[src/rtl/smsa_pkg.sv]
// Shared types, codes and constants for the size-matched slot allocator.
// Used by the controller, the datapath, the top level and the checker.
`default_nettype none

package smsa_pkg;

	localparam int SLOT_COUNT_DEF = 16;
	localparam int ADDR_W         = 48;
	localparam int SIZE_W         = 48;
	localparam int IDX_OUT_W      = 4;

	localparam logic CMD_ALLOC   = 1'b0;
	localparam logic CMD_RELEASE = 1'b1;

	// Outcome of one scan.
	localparam logic [1:0] KIND_MISS  = 2'd0;
	localparam logic [1:0] KIND_REUSE = 2'd1;
	localparam logic [1:0] KIND_NEW   = 2'd2;
	localparam logic [1:0] KIND_REL   = 2'd3;

	// One slot of the table. Slots past the fill count have never been used.
	typedef struct packed {
		logic              in_use;
		logic [SIZE_W-1:0] size;
		logic [ADDR_W-1:0] addr;
	} slot_entry_t;

	typedef struct packed {
		logic start;
		logic scan;
		logic commit;
	} smsa_cmd_t;

	typedef struct packed {
		logic finish;
	} smsa_sts_t;

endpackage

`default_nettype wire

[src/rtl/smsa_ctrl.sv]
// Sequencer for the slot allocator: takes a request, runs the slot scan,
// then commits the update and the result. Depends on smsa_pkg.
`default_nettype none

module smsa_ctrl
	import smsa_pkg::*;
(
	input  wire logic      clk,
	input  wire logic      arst_n,
	input  wire logic      in_valid,
	output logic           in_stall,
	output logic           out_valid,
	input  wire logic      out_stall,
	input  wire smsa_sts_t sts,
	output smsa_cmd_t      cmd
);

	localparam logic [1:0] ST_IDLE = 2'd0;
	localparam logic [1:0] ST_SCAN = 2'd1;
	localparam logic [1:0] ST_UPD  = 2'd2;

	logic [1:0] state_q;
	logic       out_valid_q;
	logic       out_room;

	assign in_stall  = (state_q != ST_IDLE);
	assign out_valid = out_valid_q;
	assign out_room  = !out_valid_q || !out_stall;

	always_comb begin
		cmd.start  = (state_q == ST_IDLE) && in_valid;
		cmd.scan   = (state_q == ST_SCAN);
		cmd.commit = (state_q == ST_UPD) && out_room;
	end

	always_ff @(posedge clk or negedge arst_n) begin
		if (!arst_n) begin
			state_q     <= ST_IDLE;
			out_valid_q <= 1'b0;
		end else begin
			case (state_q)
				ST_IDLE: begin
					if (in_valid) begin
						state_q <= ST_SCAN;
					end
				end
				ST_SCAN: begin
					if (sts.finish) begin
						state_q <= ST_UPD;
					end
				end
				ST_UPD: begin
					if (out_room) begin
						state_q <= ST_IDLE;
					end
				end
				default: begin
					state_q <= ST_IDLE;
				end
			endcase

			if (cmd.commit) begin
				out_valid_q <= 1'b1;
			end else if (out_valid_q && !out_stall) begin
				out_valid_q <= 1'b0;
			end
		end
	end

endmodule

`default_nettype wire

[src/rtl/smsa_dp.sv]
// Datapath of the slot allocator: request registers, slot memory with a
// registered read, scan compare, fill count and result registers. Uses smsa_pkg.
`default_nettype none

module smsa_dp
	import smsa_pkg::*;
#(
	parameter int SLOT_COUNT = SLOT_COUNT_DEF
) (
	input  wire logic                 clk,
	input  wire logic                 arst_n,
	input  wire smsa_cmd_t            cmd,
	output smsa_sts_t                 sts,
	input  wire logic                 req_cmd,
	input  wire logic [SIZE_W-1:0]    req_size,
	input  wire logic [ADDR_W-1:0]    fresh_addr,
	input  wire logic [ADDR_W-1:0]    release_addr,
	output logic      [ADDR_W-1:0]    out_addr,
	output logic                      hit,
	output logic                      took_new,
	output logic      [IDX_OUT_W-1:0] slot_index
);

	localparam int IW = (SLOT_COUNT > 1) ? $clog2(SLOT_COUNT) : 1;
	localparam int CW = $clog2(SLOT_COUNT + 1);
	localparam logic [CW-1:0] SLOT_COUNT_C = CW'(SLOT_COUNT);

	slot_entry_t mem [SLOT_COUNT];

	logic              cmd_q;
	logic [SIZE_W-1:0] size_q;
	logic [ADDR_W-1:0] fresh_q;
	logic [ADDR_W-1:0] rel_q;
	logic [CW-1:0]     fill_q;
	logic [CW-1:0]     scan_q;
	logic              chk_vld_s1;
	logic [IW-1:0]     chk_idx_s1;
	slot_entry_t       rd_s1;
	logic [1:0]        kind_q;
	logic [IW-1:0]     sel_q;

	logic              zero_alloc;
	logic              match;
	logic              scan_done;
	logic              finish;
	logic              rd_en;
	logic [1:0]        kind_d;
	logic              mem_we;
	slot_entry_t       mem_wd;
	logic [IW+IDX_OUT_W-1:0] sel_ext;

	assign zero_alloc = (cmd_q == CMD_ALLOC) && (size_q == '0);

	always_comb begin
		if (cmd_q == CMD_RELEASE) begin
			match = chk_vld_s1 && (rd_s1.addr == rel_q);
		end else begin
			match = chk_vld_s1 && !rd_s1.in_use && (rd_s1.size == size_q) && !zero_alloc;
		end
	end

	assign scan_done  = !chk_vld_s1 && (scan_q >= fill_q);
	assign finish     = match || scan_done || zero_alloc;
	assign sts.finish = finish;
	assign rd_en      = cmd.scan && !finish && (scan_q < fill_q);

	always_comb begin
		if (match) begin
			kind_d = (cmd_q == CMD_RELEASE) ? KIND_REL : KIND_REUSE;
		end else if (!zero_alloc && (cmd_q == CMD_ALLOC) && (fill_q < SLOT_COUNT_C)) begin
			kind_d = KIND_NEW;
		end else begin
			kind_d = KIND_MISS;
		end
	end

	always_comb begin
		mem_we = cmd.commit && (kind_q != KIND_MISS);
		if (kind_q == KIND_NEW) begin
			mem_wd.in_use = 1'b1;
			mem_wd.size   = size_q;
			mem_wd.addr   = fresh_q;
		end else begin
			// A release clears the in-use mark; a reuse sets it. A slot that is
			// already free simply stays free.
			mem_wd.in_use = (kind_q == KIND_REUSE);
			mem_wd.size   = rd_s1.size;
			mem_wd.addr   = rd_s1.addr;
		end
	end

	always_ff @(posedge clk) begin
		if (mem_we) begin
			mem[sel_q] <= mem_wd;
		end
		if (rd_en) begin
			rd_s1 <= mem[scan_q[IW-1:0]];
		end
	end

	always_ff @(posedge clk or negedge arst_n) begin
		if (!arst_n) begin
			fill_q     <= '0;
			chk_vld_s1 <= 1'b0;
		end else begin
			chk_vld_s1 <= rd_en;
			if (cmd.commit && (kind_q == KIND_NEW)) begin
				fill_q <= fill_q + 1'b1;
			end
		end
	end

	always_ff @(posedge clk) begin
		if (cmd.start) begin
			cmd_q   <= req_cmd;
			size_q  <= req_size;
			fresh_q <= fresh_addr;
			rel_q   <= release_addr;
			scan_q  <= '0;
		end else if (rd_en) begin
			scan_q <= scan_q + 1'b1;
		end
		if (rd_en) begin
			chk_idx_s1 <= scan_q[IW-1:0];
		end
		if (cmd.scan && finish) begin
			kind_q <= kind_d;
			sel_q  <= match ? chk_idx_s1 : fill_q[IW-1:0];
		end
	end

	assign sel_ext = {{IDX_OUT_W{1'b0}}, sel_q};

	always_ff @(posedge clk) begin
		if (cmd.commit) begin
			case (kind_q)
				KIND_REUSE: out_addr <= rd_s1.addr;
				KIND_NEW:   out_addr <= fresh_q;
				default:    out_addr <= '0;
			endcase
			hit        <= (kind_q != KIND_MISS);
			took_new   <= (kind_q == KIND_NEW);
			slot_index <= (kind_q != KIND_MISS) ? sel_ext[IDX_OUT_W-1:0] : '0;
		end
	end

endmodule

`default_nettype wire

[src/rtl/size_matched_slot_allocator.sv]
// Top level of the size-matched slot allocator: joins the controller and
// the datapath. Depends on smsa_pkg, smsa_ctrl and smsa_dp.
`default_nettype none

// The allocator keeps SLOT_COUNT slots, each with a size, an address and an
// in-use mark. An allocate transfer reuses the first free slot of exactly the
// requested size, or else claims the next never-used slot with fresh_addr; a
// release transfer frees the first slot holding release_addr, in use or free.
// Requests are handled one at a time: in_stall is high from the accepting edge
// until the result is written to the output register. A request is taken, then
// each used slot is read in turn through the registered read of the slot
// memory, the end of the scan is seen, and an update state writes the result;
// the single read port of the slot memory makes the scan read one slot at a
// time. A zero-size allocate or a request on an empty table reads no slot.
// The next request is taken while the previous result still waits on out_stall.
// Used slots always form a prefix of the table, so a fill count, cleared at
// reset, stands for the cleared state and no clearing pass is needed.
module size_matched_slot_allocator
	import smsa_pkg::*;
#(
	parameter int SLOT_COUNT = SLOT_COUNT_DEF
) (
	input  wire logic                 clk,
	input  wire logic                 arst_n,
	input  wire logic                 in_valid,
	output logic                      in_stall,
	input  wire logic                 cmd,
	input  wire logic [SIZE_W-1:0]    req_size,
	input  wire logic [ADDR_W-1:0]    fresh_addr,
	input  wire logic [ADDR_W-1:0]    release_addr,
	output logic                      out_valid,
	input  wire logic                 out_stall,
	output logic      [ADDR_W-1:0]    out_addr,
	output logic                      hit,
	output logic                      took_new,
	output logic      [IDX_OUT_W-1:0] slot_index
);

	smsa_cmd_t ctl_cmd;
	smsa_sts_t dp_sts;

	smsa_ctrl u_ctrl (
		.clk       (clk),
		.arst_n    (arst_n),
		.in_valid  (in_valid),
		.in_stall  (in_stall),
		.out_valid (out_valid),
		.out_stall (out_stall),
		.sts       (dp_sts),
		.cmd       (ctl_cmd)
	);

	smsa_dp #(
		.SLOT_COUNT (SLOT_COUNT)
	) u_dp (
		.clk          (clk),
		.arst_n       (arst_n),
		.cmd          (ctl_cmd),
		.sts          (dp_sts),
		.req_cmd      (cmd),
		.req_size     (req_size),
		.fresh_addr   (fresh_addr),
		.release_addr (release_addr),
		.out_addr     (out_addr),
		.hit          (hit),
		.took_new     (took_new),
		.slot_index   (slot_index)
	);

endmodule

`default_nettype wire

[config.mk]
export PLATFORM = sky130hd
export DESIGN_NAME = size_matched_slot_allocator
export DESIGN_NICKNAME = d
export VERILOG_FILES = /design/src/rtl/smsa_pkg.sv /design/src/rtl/smsa_ctrl.sv /design/src/rtl/smsa_dp.sv /design/src/rtl/size_matched_slot_allocator.sv
export SDC_FILE = /design/constraint.sdc
export NUM_CORES = 2
export LEC_CHECK = 0
export BUFFER_PORTS_ARGS = -buffer_cell sky130_fd_sc_hd__clkbuf_2
export CORE_MARGIN = 4
export CORE_UTILIZATION = 45
export DETAILED_ROUTE_END_ITERATION = 8
export GPL_TIMING_DRIVEN = 0
export SLEW_MARGIN = 20
export SYNTH_ARGS = -nofsm -noshare
export SYNTH_HDL_FRONTEND = slang
export SYNTH_HIERARCHICAL = 1
export SYNTH_SLANG_ARGS = --single-unit
[constraint.sdc]
create_clock -name clk -period 24.3 [get_ports clk]
set_input_delay 4.86 -clock clk [delete_from_list [all_inputs] [get_ports clk]]
set_output_delay 4.86 -clock clk [all_outputs]
set_load 0.1 [all_outputs]
# Yosys cells after proc, flatten, opt, wreduce, memory -nomap -nowiden
# Memories as Yosys holds them, arrays and structs flattened. A register that Yosys moved wholly into a read port is not among the register bits.
# Cells that the tools add are included.
totals:
  ram_bits: 1552
  word_cells: 78
  ff_bits: 223
  in_bits: 149
  output_inout_bits: 56
  memories: 1
op_classes:
  n_eq_ne: 9
  mux: 15
  addsub: 2
  n_reduce_logical: 31
  magnitude_cmp: 3
  n_bitwise: 1
mem_list:
  columns: ["name", "words", "word_bits", "rd", "rd_clocked_by_memory_dff", "write_ports", "line", "rtl"]
  rows:
  - ["u_dp.mem", 16, 97, 1, 1, 1, "smsa_dp.sv:28", "slot_entry_t mem [SLOT_COUNT];"]
ops:
  columns: ["operator", "n"]
  rows:
  - ["$mux W97", 1]
  - ["$eq A48 B48 Y1", 2]
  - ["$pmux W48 S2", 1]
  - ["$logic_not A48 Y1", 1]
  - ["$logic_and A1 B1 Y1", 16]
  - ["$mux W2", 6]
  - ["$add A5 B1 Y5 const B", 2]
  - ["$logic_not A1 Y1", 6]
  - ["$pmux W2 S3", 1]
  - ["$reduce_bool A2 Y1", 3]
  - ["$ge A5 B5 Y1", 1]
  - ["$lt A5 B5 Y1", 1]
  - ["$lt A5 B5 Y1 const B", 1]
  - ["$mux W1", 5]
  - ["$eq A2 B1 Y1 const B", 2]
  - ["$eq A2 B2 Y1 const B", 2]
  - ["$mux W4", 1]
  - ["$ne A2 B2 Y1 const B", 2]
  - ["$logic_or A1 B1 Y1", 3]
  - ["$reduce_and A3 Y1", 1]
  - ["$logic_not A2 Y1", 1]
  - ["$ne A2 B1 Y1 const B", 1]
  - ["$not A1 Y1", 1]

# Logic depth before layout (Yosys ltp)
logic_depth:
  depth_word: 10
  mapped_depth: 13
  mapped_depth_nobuf: 9

# By module
# Netlist, hierarchy kept.
modules_own_cells:
  columns: ["module", "cells_each", "instances", "seq_area_each_um2", "area_each_um2"]
  rows:
  - ["smsa_dp", 3087, 1, 56043.8, 71335.9]
  - ["smsa_ctrl", 14, 1, 75.1, 146.4]

# Worst setup path after synthesis
# No wires, ideal clock.
synth_path:
  path_kind: "input port to flip-flop"
  start: "in out_stall"
  end: "mem u_dp/mem[0][0] (netlist name), enable pin"
  setup_time_ps: 671
  arrival_ps: 14863
  setup_slack_ps: 8766
  path_buffers: 0
  t_required_ps: 23629
  cell_stages: 4
  path_cell_list: "a21oi_1 -> nand2_1 -> or3_1 -> nor3_1"
synth_between:
  elab_chain_len: 6
synth_rtl:
  columns: ["element", "line", "rtl"]
  rows:
  - ["start, declared", "size_matched_slot_allocator.sv:32", "input wire logic out_stall,"]
  - ["$logic_not A1 Y1", "smsa_ctrl.sv:28", "assign out_room = !out_valid_q || !out_stall;"]
  - ["$logic_or A1 B1 Y1", "smsa_ctrl.sv:28", null]
  - ["$logic_and A1 B1 Y1", "smsa_ctrl.sv:33", "cmd.commit = (state_q == ST_UPD) && out_room;"]
  - ["$logic_and A1 B1 Y1", "smsa_dp.sv:78", "mem_we = cmd.commit && (kind_q != KIND_MISS);"]
  - ["$mux W1", "smsa_dp.sv:93", "if (mem_we) begin"]
  - ["$mux W1 (implied by the code)", "smsa_dp.sv:94", "mem[sel_q] <= mem_wd;"]
  - ["end, declared", "smsa_dp.sv:28", null]
# Every way passes these cells.

==> summary.txt <==
Outcome
  • Status: completed

Synth
  • Avg Inst Size Synth: 23.05 um^2
  • Post-synth top area share: 78.05%
  • Post-synth EDFFs: 1858
  • Top FF cell, synth: edfxtp_1
  • FF+latch count, synth: 1872
  • Mux cell area share after synthesis: 16.04%
  • Largest cells by area after synthesis: edfxtp_1 (78%), mux4_2 (15%), xnor2_1 (0.85%)
  • Post-synthesis adder-cell area fraction: 0.1750%
  • Synth Area in XOR/XNOR: 1.176%
  • Synth Warn #: 6
  • Mapped cell area: 71480 um^2
  • Largest family of logic cells by synthesized area: multiplexers
  • Area leader, netlist: edfxtp_1
  • Synth unique cells: 52
  • Share of synthesized registers carrying an async set or reset: 0.4808%
  • Synth Area in Compound Gates: 1.159%
  • Gate Count Post-Synth: 3101
  • Post-Syn Nets: 3260
  • Post-synthesis simple-gate area fraction: 1.850%
  • Register area share after synthesis: 78.51%

Floorplanning
  • Die width: 406.6 um
  • Boundary Pins: 205
  • Die Y: 406.6 um
  • Core Area: 158200 um^2
  • Rows: 146
  • Initial cell density of the core: 45.19%
  • DIE AREA: 165300 um^2

Global routing
  • Overflow after GRT: 0
  • Largest net degree at the start of global routing: 28
  • Global-route wire length before repair: 269600 um
  • Vias in the first global route: 35633
  • Initial antenna violation count: 3
  • Total Routing Usage GR: 23.33%

Critical path
  • WP data required: 24790 ps
  • Crit. End Element: flip-flop
  • Internal reg-to-reg setup slack: 19330 ps
  • Max stage delay on crit path: 800 ps
  • Cell Chain, Critical Path: clkbuf_2, a21oi_4, buf_16, nand4_1, nor3_2, buf_6, buf_4, buf_4, buf_4, buf_4
  • Worst reg2reg path startpoint: u_dp/kind_q[0]
  • Reg2reg end: u_dp/mem[3][3]
  • Most used cell, CP: buf_4
  • Crit-path slowest cell: nor3_2
  • CP Data Arrival Time: 8020 ps
  • Crit-path max FO: 14
  • Crit Path Category: input pin to flip-flop
  • Bufs and invs on worst path: 7
  • CP delay by family, top: buffers and inverters
  • R2r worst-path depth: 8
  • Levels on crit path: 10
  • Critical Path Source Type: input pin

Detailed routing
  • Routed via count: 35451
  • Starting DRC count in detailed routing: 4460
  • DRT Pass-1 Iters: 7
  • WL final: 191700 um
  • Antenna viol nets, final: 0
  • Remaining DRCs: 0
  • Routed WL per cell: 32.31 um
  • Via/cell ratio: 5.975

Hold path
  • Worst Hold End: u_dp/fill_q[2]
  • Worst hold path type: flip-flop to flip-flop
  • WHS Path Cells: 1
  • HP Start: u_dp/fill_q[2]

Clock network
  • Cts repair resizes: 0
  • CTS root buf: clkbuf_16
  • CTS Buffer Depth: 3
  • Insertion delay to the later sink of the worst-skew pair: 810 ps
  • Clk sinks: 1872
  • H-tree depth: 4
  • TritonCTS Buffers: 192
  • Setup bufs post-CTS: 0
  • Worst-path clk slew: 60 ps
  • TritonCTS clock tree: done
  • # hold bufs at CTS: 0

Timing
  • Crit share post-route: 30.98%
  • Worst slew margin: 18.49%
  • Final count of negative-setup-slack endpoints: 0
  • Hold slack: 471.8 ps
  • Final Hold Viols: 0
  • Fmax: 0.1328 GHz
  • Worst Tran Pin Value: 1223 ps
  • Final setup TNS: 0 ps
  • Tmin final: 7528 ps
  • Layout Skew: 38.03 ps
  • RSZ-0062 raised after global routing: false
  • Slew Viols, Final: 0
  • Final WS setup: 16770 ps

Power and ir drop
  • Leakage: 26.66 nW
  • VDD IR max: 0.1114 mV
  • PwrDens: 118.0 nW/um^2
  • Power Total: 9.979 mW

Final layout
  • Multi-input logic area: 14730 um^2
  • Final #Nets: 3861
  • Final cell count without fillers: 5933
  • Filler instances: 12066
  • Post-route cell area: 84560 um^2
  • Post-layout util: 53.45%
  • Reg area: 56120 um^2
  • Area Growth Syn to Fin: 18.29%
  • Share of layout cells above drive strength 1: 33.38%

Place
  • Dpl cell area: 78630 um^2
  • Placed cell count: 5579
  • Buffers added on ports: 204
  • Dpl hpwl: 128500 um
  • GP Congestion: 0.8606
  • Worst slack, placed: 16050 ps

Flow run
  • Max-cap viol count: 0
report_power, final:
group          internal, mW  total (mW)  switching (mW)  leakage, nW
logic                 0.934        2.69            1.75         6.80
registers              4.35        4.52           0.171         17.0
clock network          1.56        2.77            1.21         2.88
total                  6.85        9.98            3.13         26.7
worst register-to-register path, stage by stage (launching register included):
cell and delay (ps):
edfxtp_1 420, inv_1 120, ha_1 410, clkbuf_2 680
buf_1 870, clkbuf_1 950, nand2_1 570, o21ai_1 530
buf_4 270
registers in the layout (all words and copies together) (netlist names), 2 cells and up:
name	count
u_dp/slot_index	4
u_dp/rd_s1	97
u_dp/out_addr	48
u_dp/fresh_q	48
u_dp/rel_q	48
u_dp/size_q	48
u_dp/chk_idx_s1	4
u_dp/kind_q	2
u_ctrl/state_q	2
u_dp/sel_q	4
u_dp/fill_q	5
u_dp/scan_q	5
u_dp/mem	1552
worst max-delay path by stage:
stage / startpoint / endpoint / slack (ps)
finish: out_stall / u_dp/mem[3][6] / 16770
global route: out_stall / u_dp/mem[3][9] / 16740
CTS: out_stall / u_dp/mem[3][9] / 16860
detailed placement: out_stall / u_dp/mem[3][11] / 16050
global placement: out_stall / u_dp/mem[2][79] / -4710
floorplan: out_stall / u_dp/mem[0][0] / 8770
cell families after synthesis:
kind of cell    after synthesis
compound gates              130
xor+xnor                     96
buf+inv                     202
mux                         533
flops                      1872
simple gates                258
fa+ha+maj                    10
per-layer routing:
metal	wire length (um)	vias up	track usage (%)
met2	92390	1839	37.52
li1	-	14292	-
met3	16270	315	4.460
met5	0	-	0
met1	76530	19005	32.50
met4	6516	0	7.707
Yosys cell counts (3+ instances only):
library cell / number
edfxtp_1: 1858
mux4_2: 485
nand2_1: 114
clkbuf_1: 81
xnor2_1: 69
inv_1: 65
o21ai_0: 56
a21boi_0: 48
mux2_2: 48
buf_1: 41
nand4_1: 31
xor2_1: 27
nor4_1: 22
nor2_1: 20
buf_2: 14
nor2b_1: 11
ha_1: 10
nand3_1: 10
nor3_1: 10
dfrtp_1: 9
a21oi_1: 8
or4_1: 8
nand4b_1: 6
dfxtp_1: 5
nand2b_1: 5
or3_2: 4
a2111oi_0: 3
o31ai_1: 3
layout make-up:
type	count	share of cell area [%]
sequential	1872	66.37
antenna	2	0.005919
clock inverter	100	0.8627
inverter	65	0.2885
tap	2072	3.066
multi-input combinational	1027	17.42
timing repair buffer	407	5.198
clock buffer	251	6.092
buffer	137	0.6969
cells in the final DEF, fill, tap and decap left out, drive strengths merged, types with 2 or more instances in the layout:
| master | n |
|---|---|
| clkbuf | 543 |
| mux2 | 48 |
| edfxtp | 1858 |
| or2 | 4 |
| a2111oi | 3 |
| xor2 | 27 |
| o211ai | 2 |
| a21boi | 48 |
| nor3 | 10 |
| nor2 | 21 |
| o21ai | 59 |
| clkinv | 84 |
| nand3 | 10 |
| clkinvlp | 3 |
| ha | 10 |
| mux4 | 485 |
| buf | 252 |
| diode | 2 |
| nand4 | 31 |
| or4 | 10 |
| nand2 | 114 |
| xnor2 | 69 |
| a211oi | 2 |
| inv | 71 |
| nor4 | 22 |
| nand4b | 6 |
| dfrtp | 9 |
| dfxtp | 5 |
| nor2b | 12 |
| a21oi | 8 |
| bufinv | 7 |
| or3 | 6 |
| o31ai | 3 |
| nand2b | 5 |
Note: power is estimated with default switching activity, not from simulation.
